## config.mk

```make
export PLATFORM = sky130hd
export DESIGN_NAME = stbs_ctrl
export DESIGN_NICKNAME = d
export VERILOG_FILES = /design/src/hdl/stbs_pkg.sv /design/src/hdl/stbs_ctrl.sv
export SDC_FILE = /design/constraint.sdc
export NUM_CORES = 1
export LEC_CHECK = 0
export BUFFER_PORTS_ARGS = -buffer_cell sky130_fd_sc_hd__clkbuf_2
export CAP_MARGIN = 15
export CORE_AREA = 5 5 42 44
export CTS_CLUSTER_DIAMETER = 30
export DETAILED_ROUTE_END_ITERATION = 16
export DIE_AREA = 0 0 47 49
export PLACE_DENSITY_LB_ADDON = 0.05
export REMOVE_ABC_BUFFERS = 1
export SKIP_CTS_REPAIR_TIMING = 1
export SLEW_MARGIN = 5
export SYNTH_ARGS = -nofsm -noshare
export SYNTH_HDL_FRONTEND = slang
export SYNTH_SLANG_ARGS = --single-unit
```

## constraint.sdc

```tcl
create_clock -name clk -period 2.86 [get_ports clk]
set_clock_uncertainty 0.2 [all_clocks]
set_input_delay 0.572 -clock clk [delete_from_list [all_inputs] [get_ports clk]]
set_output_delay 0.572 -clock clk [all_outputs]
set_load 0.1 [all_outputs]
```

## src/hdl/stbs_pkg.sv

```systemverilog
// ============================================================================
// stbs_pkg: shared types and constants for the sorted table search unit
// Table geometry, beat payload types, opcodes, register map, and the
// command/status bundles between controller and datapath.
// ============================================================================
`default_nettype none

package stbs_pkg;

  // Table geometry
  localparam int TABLE_DEPTH = 1024;
  localparam int IDX_W       = $clog2(TABLE_DEPTH);
  localparam int BND_W       = $clog2(TABLE_DEPTH + 1);

  // Fixed field widths
  localparam int VAL_W = 32;
  localparam int EIDX_W = 10;
  localparam int POS_W = 10;
  localparam int LEN_W = 11;

  // APB register map
  localparam int PADDR_W = 3;
  localparam int PDATA_W = 32;
  localparam logic REG_TABLE_LENGTH = 1'b0;

  // Item opcodes
  localparam logic OP_WRITE  = 1'b0;
  localparam logic OP_SEARCH = 1'b1;

  // Input beat
  typedef struct packed {
    logic                    operation;
    logic [EIDX_W-1:0]       entry_index;
    logic signed [VAL_W-1:0] entry_value;
    logic signed [VAL_W-1:0] search_key;
  } in_item_t;

  // Result beat
  typedef struct packed {
    logic             found;
    logic [POS_W-1:0] position;
  } out_item_t;

  // Controller to datapath
  typedef struct packed {
    logic accept;     // input beat taken this cycle
    logic start;      // search beat taken: load key and bounds
    logic probe_rd;   // read the table at the midpoint
    logic probe_cmp;  // compare read data and narrow the range
    logic out_load;   // move the result into the output register
  } stbs_cmd_t;

  // Datapath to controller
  typedef struct packed {
    logic range_open;  // left bound below exclusive right bound
    logic hit;         // read entry equals the key
    logic out_free;    // output register can take a result
  } stbs_stat_t;

endpackage

`default_nettype wire

```

## src/hdl/stbs_ctrl.sv

```systemverilog
// ============================================================================
// stbs_ctrl: search sequencer
// One-hot state machine that takes input beats while idle and steps the
// datapath through read/compare probes until a hit or an empty range.
// ============================================================================
`default_nettype none

module stbs_ctrl
  import stbs_pkg::*;
(
  input  wire logic       clk,
  input  wire logic       rst_n,
  input  wire logic       in_valid,
  input  wire logic       in_op,
  input  wire stbs_stat_t stat,
  output stbs_cmd_t       cmd,
  output logic            in_stall
);

  typedef enum logic [3:0] {
    ST_IDLE  = 4'b0001,
    ST_PROBE = 4'b0010,
    ST_CMP   = 4'b0100,
    ST_DONE  = 4'b1000
  } state_t;

  state_t state_r, state_nxt;

  // Take beats only while idle
  assign in_stall = (state_r != ST_IDLE);

  // Next state and commands
  always_comb begin
    state_nxt     = state_r;
    cmd           = '0;
    case (state_r)
      ST_IDLE: begin
        if (in_valid) begin
          cmd.accept = 1'b1;
          if (in_op == OP_SEARCH) begin
            cmd.start = 1'b1;
            state_nxt = ST_PROBE;
          end
        end
      end
      ST_PROBE: begin
        if (stat.range_open) begin
          cmd.probe_rd = 1'b1;
          state_nxt    = ST_CMP;
        end else begin
          state_nxt = ST_DONE;
        end
      end
      ST_CMP: begin
        cmd.probe_cmp = 1'b1;
        state_nxt     = stat.hit ? ST_DONE : ST_PROBE;
      end
      ST_DONE: begin
        if (stat.out_free) begin
          cmd.out_load = 1'b1;
          state_nxt    = ST_IDLE;
        end
      end
      default: begin
        state_nxt = ST_IDLE;
      end
    endcase
  end

  // State register
  always_ff @(posedge clk) begin
    if (!rst_n) begin
      state_r <= ST_IDLE;
    end else begin
      state_r <= state_nxt;
    end
  end

endmodule

`default_nettype wire

```

# == After elaboration in Yosys (flattened, before gate mapping) ==
# Cells that the tools add are included.
# W data, S select, Z words.
# op_classes
n_eq_ne,8
mux,14
n_reduce_logical,1
# ops
cell,count
$mux W4,5
$pmux W4 S4,1
$mux W1,6
$ne A2 B2 Y1 const B,3
$eq A4 B1 Y1 const B,1
$eq A4 B2 Y1 const B,1
$eq A4 B3 Y1 const B,1
$eq A4 B4 Y1 const B,1
$mux W2,2
$ne A4 B1 Y1 const B,1
$reduce_and A3 Y1,1
# totals
regBits,4
in_bits,7
wordCells,24

# == Logic depth before layout (Yosys ltp) ==
# Gate-level depths: netlist of run 1.
# depth
depth_word,3
mapped_depth,4

# == Worst setup path before layout of run 1 ==
# OpenSTA, ideal clock, no wires.
# synth_path
path_type,register to output
from,register state_r[2]
to,output cmd[1] (netlist bit)
t_arrival_ns,2.551
required_time_ns,2.088
setup_slack_ns,-0.463
stages_incl_launch_ff,3
path_buffers,0
path_cell_list,dfxtp_1 nand2b_1 nor3_1
# synth_rtl
item,line_no,rtl
from (decl),stbs_ctrl.sv:27,"state_t state_r, state_nxt;"
from (signal assigned),stbs_ctrl.sv:75,state_r <= state_nxt;
to (decl),stbs_ctrl.sv:16,"output stbs_cmd_t cmd,"

==> run summary, run 1 <==
Routed Wire Length -> 669 µm
commonest non-fill, non-tap cell in the layout -> clkbuf_2
Slew @ Worst Pin -> 0.543 ns
DRC violations left -> 0
vias -> 282
Synth Register Bits -> 4
all-layer global routing usage -> 7.11%
Hold Slack -> 0.355 ns
hold crit path type -> input pin to register
vias in the first global route -> 263
die area -> 2300 µm²
Non-Filler Instances -> 60
min Tclk post-route -> 2.56 ns
Power per Cell Area -> 478 nW/µm²
register area -> 80.1 µm²
Static Leak -> 0.000170 µW
initial antenna violation count -> 0
clk buf depth -> 2
Pre-Repair DR Iteration Count -> 4
post-DP HPWL -> 561 µm
final worst path period share -> 89.5%
biggest regs -> state_r x4
crit start category -> register
Final TNS setup -> 0 ns
layout cell share with drive strength beyond 1 -> 38.6%
Initial Utilization -> 18.9%
Antenna Nets Post-Route -> 0
Cells after Synth -> 31
GPL Wtd Cong -> 0.659
CP Data Required Time -> 2.09 ns
Max Slew Vio Count -> 0
Synth-to-Final Area Change -> 33.0%
Buffers on Ports -> 12
1st-iter DRT viols -> 2
Yosys warnings -> 0
library cells used by synthesis -> 22
CP max FO -> 9
RSZ-0062 raised after global routing -> false
Slew HR -> 63.9%
Synth Cell Area -> 265 µm²
worst skew pair latency -> 0.23 ns
die height -> 49 µm
fmax -> 391 MHz
H-tree levels -> 1
first-pass GRT wire length -> 1.08 mm
Root Driver -> clkbuf_4
largest net degree at the start of global routing -> 10
GRT overflow -> 0
Top Ports -> 13
wire length per cell -> 11.2 µm
Avg Cell Area, Syn -> 8.56 µm²
sequential fraction of the synthesis area -> 30.2%
CP Class -> register to output port
DP Cell Count -> 57
via/cell ratio -> 4.70
number of max-cap violations -> 0
Core ar. -> 1400 µm²
Num CTS Buffers -> 3
CTS Sinks -> 4
Antenna Cells -> 0
fill count -> 171
Setup-failing EPs final -> 0
Arr. time, crit path -> 1.79 ns
Chip Width -> 47 µm
max FFs per register -> 4
CTS clk-pin slew, worst paths -> 0.04 ns
post-layout util -> 25.2%
CTS tree -> yes
commonest cells after routing, fill and taps aside -> clkbuf_2 (12), dfxtp_1 (4), inv_1 (3), clkbuf_4 (3)
Largest Register -> state_r
worst vdd ir -> 189 µV
num rows -> 14
fin nets -> 53
Pwr Total -> 169 µW
area occupied by multi-input gates -> 159 µm²
Worst setup EP type -> output port
status -> finished, final reports clean
Hold Fails Final Rpt -> 0
kinds of logic (layout without fill, tap and decap cells):
| kind of cell | count (synthesis) | count (layout) | share of synthesized area, % |
|---|---|---|---|
| buf+inv | 5 | 18 | 9.90 |
| flops | 4 | 4 | 30.2 |
| compound gates | 6 | 6 | 17.5 |
| simple gates | 16 | 16 | 42.5 |
through the flow:
step / area (µm²) / setup slack [ns]
final: 353 / 0.301
after global routing: 353 / 0.203
after CTS: 353 / 0.302
after detailed placement: 330 / 0.553
after global placement: 330 / 0.571
after floorplan: 250 / -1.39
power breakdown:
group | total [µW] | switching, µW | leakage [µW] | internal, µW
sequential | 60.1 | 2.58 | 0.0000325 | 57.5
clock | 68.9 | 22.0 | 0.0000138 | 46.9
combinational | 39.9 | 30.9 | 0.000124 | 9.02
total | 169 | 55.4 | 0.000170 | 113
worst max-delay path, cell delays in order (launching register included):
cell      delay (ns)
dfxtp_1         0.47
or4b_4          0.52
nor2_1          0.10
clkbuf_2        0.46
layout make-up:
type	instances	area share (%)
flip-flops and latches	4	22.7
well taps	16	5.67
repair buffers	12	17.0
inverters	3	3.19
multi-input cells	22	45.0
clock buffers	3	6.38
synth_stat cells:
master,instances,area share [%]
and3_1,1,2.4
dfxtp_1,4,30
o311a_1,1,3.8
nand2b_1,1,2.4
nor2_1,2,2.8
o221a_1,1,4.2
nor4b_2,1,5.7
o21a_1,1,2.8
a211oi_1,1,2.8
nor4_1,2,4.7
nor3b_1,1,2.8
nor3_1,1,1.9
or3b_1,1,3.3
o21ai_1,1,1.9
inv_1,3,4.2
nand2_1,1,1.4
and2_1,2,4.7
o21ai_0,1,1.9
nor2b_1,1,2.4
buf_4,2,5.7
nand3b_1,1,2.8
or4b_4,1,5.2
routing by layer:
| metal | routed length [µm] | up-vias | GRT usage, % |
|---|---|---|---|
| li1 | - | 139 | - |
| met1 | 298 | 125 | 7.89 |
| met2 | 281 | 16 | 8.60 |
| met3 | 76 | 2 | 6.64 |
| met4 | 12 | 0 | 4.15 |
| met5 | 0 | - | 0 |
path summary, 6_finish.rpt:
check | startpoint | endpoint | slack, ns | cells after the start
setup / recovery | state_r[3] | cmd[0] | 0.30 | 3
hold / removal | rst_n | state_r[0] | 0.36 | 2
setup reg to reg | state_r[3] | state_r[1] | 1.30 | 2
hold reg to reg | state_r[0] | state_r[0] | 0.47 | 3
(Power assumes the default switching activity.)
==> run 2: changes to the inputs <==
- PLACE_DENSITY_LB_ADDON: 0.05 -> 0.1
==> run 2 against run 1 <==
  * Sequential cell count did not move
  * Count of clock-buffer cells in the layout did not move
  * Register-to-register slack barely moved
  * Wire length fell by 3.9%
  * Sequential power barely moved
  * Highest routed layer is now met3
==> run summary, run 2 (synthesis results as in run 1) <==
Synth-to-Final Area Change -> 33.0% (unchanged)
final worst path period share -> 89.5% (about the same)
biggest regs -> state_r x4
H-tree levels -> 1 (unchanged)
Power per Cell Area -> 478 nW/µm² (about the same)
worst reg-to-reg path cell count -> 2 (unchanged)
Chip Width -> 47 µm (unchanged)
Largest Register -> state_r
Worst setup EP type -> output port
CTS clk-pin slew, worst paths -> 0.04 ns (about the same)
via/cell ratio -> 4.45 (-5.3%)
CP max FO -> 9 (unchanged)
fin nets -> 53 (unchanged)
Int Pwr -> 113 µW (about the same)
wire length per cell -> 10.7 µm (-3.9%)
1st-iter DRT viols -> 1 (-1)
PnR worst setup slack -> 0.299 ns (-0.00140 ns)
design area -> 353 µm² (unchanged)
P_sw -> 55.5 µW (about the same)
Antenna Cells -> 0 (unchanged)
fmax -> 391 MHz (about the same)
worst r2r dst -> state_r[1]
post-placement setup slack -> 0.539 ns (-0.0149 ns)
max FFs per register -> 4 (unchanged)
CP Class -> register to output port
RSZ-0062 raised after global routing -> false
Slew @ Worst Pin -> 0.542 ns (-0.00157 ns)
number of max-cap violations -> 0 (unchanged)
Worst R2R Start -> state_r[3]
Top Ports -> 13 (unchanged)
die area -> 2300 µm² (unchanged)
die height -> 49 µm (unchanged)
placement-stage cell area -> 330 µm² (unchanged)
CP Capture Point -> cmd[0]
Routed Wire Length -> 643 µm (-3.9%)
status -> finished, final reports clean
CTS Sinks -> 4 (unchanged)
clock share of power -> 41.0% (+0.2 points)
GPL Wtd Cong -> 0.688 (+4.3%)
clk buf depth -> 2 (unchanged)
num rows -> 14 (unchanged)
layout cell share with drive strength beyond 1 -> 38.6% (unchanged)
DRC violations left -> 0 (unchanged)
worst skew pair latency -> 0.23 ns (about the same)
hold crit path type -> input pin to register
Critical Path Start -> state_r[3]
Pre-Repair DR Iteration Count -> 2 (-2)
commonest non-fill, non-tap cell in the layout -> clkbuf_2
Arr. time, crit path -> 1.79 ns (about the same)
Hold Fails Final Rpt -> 0 (unchanged)
Hold Path Origin -> rst_n
Buffers on Ports -> 12 (unchanged)
initial antenna violation count -> 0 (unchanged)
crit start category -> register
share of power burned in combinational logic -> 23.5% (about the same)
Pwr Total -> 169 µW (about the same)
Sequential Power Share -> 35.6% (about the same)
largest net degree at the start of global routing -> 10 (unchanged)
Antenna Nets Post-Route -> 0 (unchanged)
vias -> 267 (-5.3%)
Core ar. -> 1400 µm² (unchanged)
Slew HR -> 64.0% (+0.10 points)
vias in the first global route -> 272 (+3.4%)
post-DP HPWL -> 515 µm (-8.2%)
min Tclk post-route -> 2.56 ns (+0.00140 ns)
all-layer global routing usage -> 6.76% (-0.35 points)
switch share -> 32.8% (about the same)
Num CTS Buffers -> 3 (unchanged)
R2R setup slack -> 1.31 ns (about the same)
first-pass GRT wire length -> 1.10 mm (+1.9%)
CTS tree -> yes
Static Leak -> 0.000170 µW (unchanged)
commonest cells after routing, fill and taps aside -> clkbuf_2 (12), dfxtp_1 (4), inv_1 (3), clkbuf_4 (3)
GRT overflow -> 0 (unchanged)
CP Data Required Time -> 2.09 ns (about the same)
worst vdd ir -> 159 µV (-16%)
Root Driver -> clkbuf_4
Initial Utilization -> 18.9% (unchanged)
Setup-failing EPs final -> 0 (unchanged)
Max Slew Vio Count -> 0 (unchanged)
[run 2: cell counts in the layout (fill, tap and decap cells not counted)]
No cell type changed its count.
[run 2: routing by layer]
layer | vias up | global-route usage [%] | wire [µm]
li1 | 139 | - | -
met1 | 120 | 8.11 | 299
met2 | 8 | 9.28 | 316
met3 | 0 | 0 | 27
met4 | 0 | 8.29 | 0
met5 | - | 0 | 0
[run 2: worst min-delay path by stage]
stage | endpoint | slack (ns) | cells after the start
2_1_floorplan | state_r[0] | 0.42 | 3
3_3_place_gp | state_r[0] | 0.50 | 3
3_5_place_dp | state_r[2] | 0.49 | 3
4_1_cts | state_r[0] | 0.34 | 2
5_1_grt | state_r[0] | 0.36 | 2
6_report | state_r[0] | 0.35 | 2
[run 2: critical path, cell delays in order (launching register included)]
cell      delay (ns)
dfxtp_1         0.47
or4b_4          0.52
nor2_1          0.10
clkbuf_2        0.46
[run 2: area by class of cell]
| type | instances | area, µm² |
|---|---|---|
| fill | 175 | 1050 |
| multi-input combinational | 22 | 159 |
| sequential | 4 | 80.1 |
| timing repair buffer | 12 | 60.1 |
| clock buffer | 3 | 22.5 |
| tap | 16 | 20.0 |
| inverter | 3 | 11.3 |
[run 2: through the flow]
| step | hold WS, ns | setup TNS (ns) | cells | util, % |
|---|---|---|---|---|
| detailed placement | 0.490 | 0 | 57 | 23.6 |
| global placement | 0.499 | 0 | 57 | 23.6 |
| CTS | 0.344 | 0 | 60 | 25.2 |
| global route | 0.362 | 0 | 60 | 25.2 |
| floorplan | 0.418 | -3.18 | 29 | - |
| finish | 0.349 | 0 | 60 | 25.2 |
[run 2: power by group through the flow]
stage / Sequential [µW] / Combinational [µW] / Clock [µW]
final: 60.1 / 39.6 / 69.1
after CTS: 60.1 / 40.0 / 73.2
after global placement: 61.1 / 39.8 / 0
after detailed placement: 61.0 / 40.0 / 0
after floorplan: 60.1 / 30.9 / 0
after global routing: 60.4 / 41.7 / 75.7
==> run 3: changes to the inputs <==
- BUFFER_PORTS_ARGS: -buffer_cell sky130_fd_sc_hd__clkbuf_2 -> -buffer_cell sky130_fd_sc_hd__buf_2
==> run 3 against run 2 <==
  * Hold slack better by 0.0011 ns
  * Wire length decreased by 0.31%
  * Total power is 0.28% lower
  * Die area unchanged
  * First-iteration DRC count increased by 100%
  * Register-to-register slack worse by 0.02 ns
==> run summary, run 3 (synthesis results as in run 1) <==
status -> finished, final reports clean
biggest regs -> state_r x4
CP max FO -> 9 (unchanged)
Routed Wire Length -> 641 µm (-0.31%)
design area -> 353 µm² (unchanged)
die area -> 2300 µm² (unchanged)
GRT overflow -> 0 (unchanged)
Core ar. -> 1400 µm² (unchanged)
Int Pwr -> 113 µW (about the same)
wire length per cell -> 10.7 µm (-0.31%)
hold crit path type -> input pin to register
Pre-Repair DR Iteration Count -> 2 (unchanged)
all-layer global routing usage -> 6.33% (-0.42 points)
number of max-cap violations -> 0 (unchanged)
crit-path max cell delay -> 0.52 ns (about the same)
crit start category -> register
Max Slew Vio Count -> 0 (unchanged)
1st-iter DRT viols -> 2 (+1)
fin nets -> 53 (unchanged)
crit path buf inv count -> 1 (unchanged)
post-DP HPWL -> 511 µm (-0.70%)
die height -> 49 µm (unchanged)
switch share -> 32.6% (-0.25 points)
worst skew pair latency -> 0.23 ns (about the same)
RSZ-0062 raised after global routing -> false
Antenna Cells -> 0 (unchanged)
share of power burned in combinational logic -> 23.6% (about the same)
GPL Wtd Cong -> 0.689 (+0.25%)
CP Class -> register to output port
num rows -> 14 (unchanged)
H-tree levels -> 1 (unchanged)
Chip Width -> 47 µm (unchanged)
initial antenna violation count -> 0 (unchanged)
Buffers on Ports -> 12 (unchanged)
placement-stage cell area -> 330 µm² (unchanged)
Arr. time, crit path -> 1.76 ns (-0.03 ns)
Top Ports -> 13 (unchanged)
Setup-failing EPs final -> 0 (unchanged)
clk buf depth -> 2 (unchanged)
vias in the first global route -> 254 (-6.6%)
P_sw -> 54.9 µW (-1.0%)
CTS tree -> yes
clock share of power -> 40.7% (-0.3 points)
via/cell ratio -> 4.48 (+0.75%)
Largest Register -> state_r
min Tclk post-route -> 2.53 ns (-0.0296 ns)
max FFs per register -> 4 (unchanged)
Synth-to-Final Area Change -> 33.0% (unchanged)
fmax -> 395 MHz (+1.2%)
layout cell share with drive strength beyond 1 -> 38.6% (unchanged)
cell family with most CP delay -> simple AND/OR/NAND/NOR gates
Worst setup EP type -> output port
Final TNS setup -> 0 ns (unchanged)
Root Driver -> clkbuf_4
CP Data Required Time -> 2.09 ns (about the same)
Power per Cell Area -> 477 nW/µm² (-0.28%)
final worst path period share -> 88.5% (-1.0 points)
Slew @ Worst Pin -> 0.491 ns (-0.0506 ns)
CTS clk-pin slew, worst paths -> 0.04 ns (about the same)
Num CTS Buffers -> 3 (unchanged)
vias -> 269 (+0.75%)
Slew HR -> 67.5% (+3.4 points)
largest net degree at the start of global routing -> 10 (unchanged)
DRC violations left -> 0 (unchanged)
CTS Sinks -> 4 (unchanged)
commonest non-fill, non-tap cell in the layout -> buf_2
commonest cells after routing, fill and taps aside -> buf_2 (12), dfxtp_1 (4), inv_1 (3), clkbuf_4 (3)
worst path cell trace -> or4b_4 > nor2_1 > buf_2
Hold Fails Final Rpt -> 0 (unchanged)
Static Leak -> 0.000173 µW (+1.5%)
worst vdd ir -> 244 µV (+53%)
critical path's slowest cell -> or4b_4
first-pass GRT wire length -> 1.04 mm (-6.3%)
Sequential Power Share -> 35.7% (about the same)
Antenna Nets Post-Route -> 0 (unchanged)
Initial Utilization -> 18.9% (unchanged)
[run 3: cell type report]
| cell class | count | area, µm² |
|---|---|---|
| clock buffers | 3 | 22.5 |
| well taps | 16 | 20.0 |
| flip-flops and latches | 4 | 80.1 |
| repair buffers | 12 | 60.1 |
| inverters | 3 | 11.3 |
| fillers | 169 | 1050 |
| multi-input cells | 22 | 159 |
[run 3: power by group through the flow]
stage	clock [µW]	combinational, µW	sequential (µW)
2_1_floorplan	0	30.9	60.1
6_report	68.5	39.7	60.1
5_1_grt	77.9	41.9	60.4
4_1_cts	72.6	40.1	60.0
3_3_place_gp	0	40.1	61.0
3_5_place_dp	0	40.0	60.9
[run 3: final timing paths]
kind | start | end | slack, ns | cells after the start
max | state_r[3] | cmd[0] | 0.33 | 3
max reg2reg | state_r[3] | state_r[1] | 1.29 | 2
min | rst_n | state_r[0] | 0.35 | 2
min reg2reg | state_r[0] | state_r[0] | 0.49 | 3
[run 3: layer usage]
metal	up-vias	wire, µm	part of all wire (%)	GRT usage (%)
met3	0	42	6.6	3.32
li1	139	-	-	-
met4	0	0	0	2.76
met5	-	0	0	0
met1	120	312	49	8.33
met2	10	285	44	8.37
[run 3: through the flow]
stage | setup WS [ns] | hold WS, ns | std cells | total power, µW | utilization (%)
2_1_floorplan | -1.39 | 0.418 | 29 | 91.0 | -
3_3_place_gp | 0.611 | 0.497 | 57 | 101 | 23.6
3_5_place_dp | 0.589 | 0.487 | 57 | 101 | 23.6
4_1_cts | 0.336 | 0.344 | 60 | 173 | 25.2
5_1_grt | 0.221 | 0.355 | 60 | 180 | 25.2
6_report | 0.329 | 0.350 | 60 | 168 | 25.2
[run 3: worst register-to-register path, delay by kind of cell (launching register included)]
family | cells | cell delay, ns
simple gates | 1 | 0.52
flops | 1 | 0.49
compound gates | 1 | 0.25
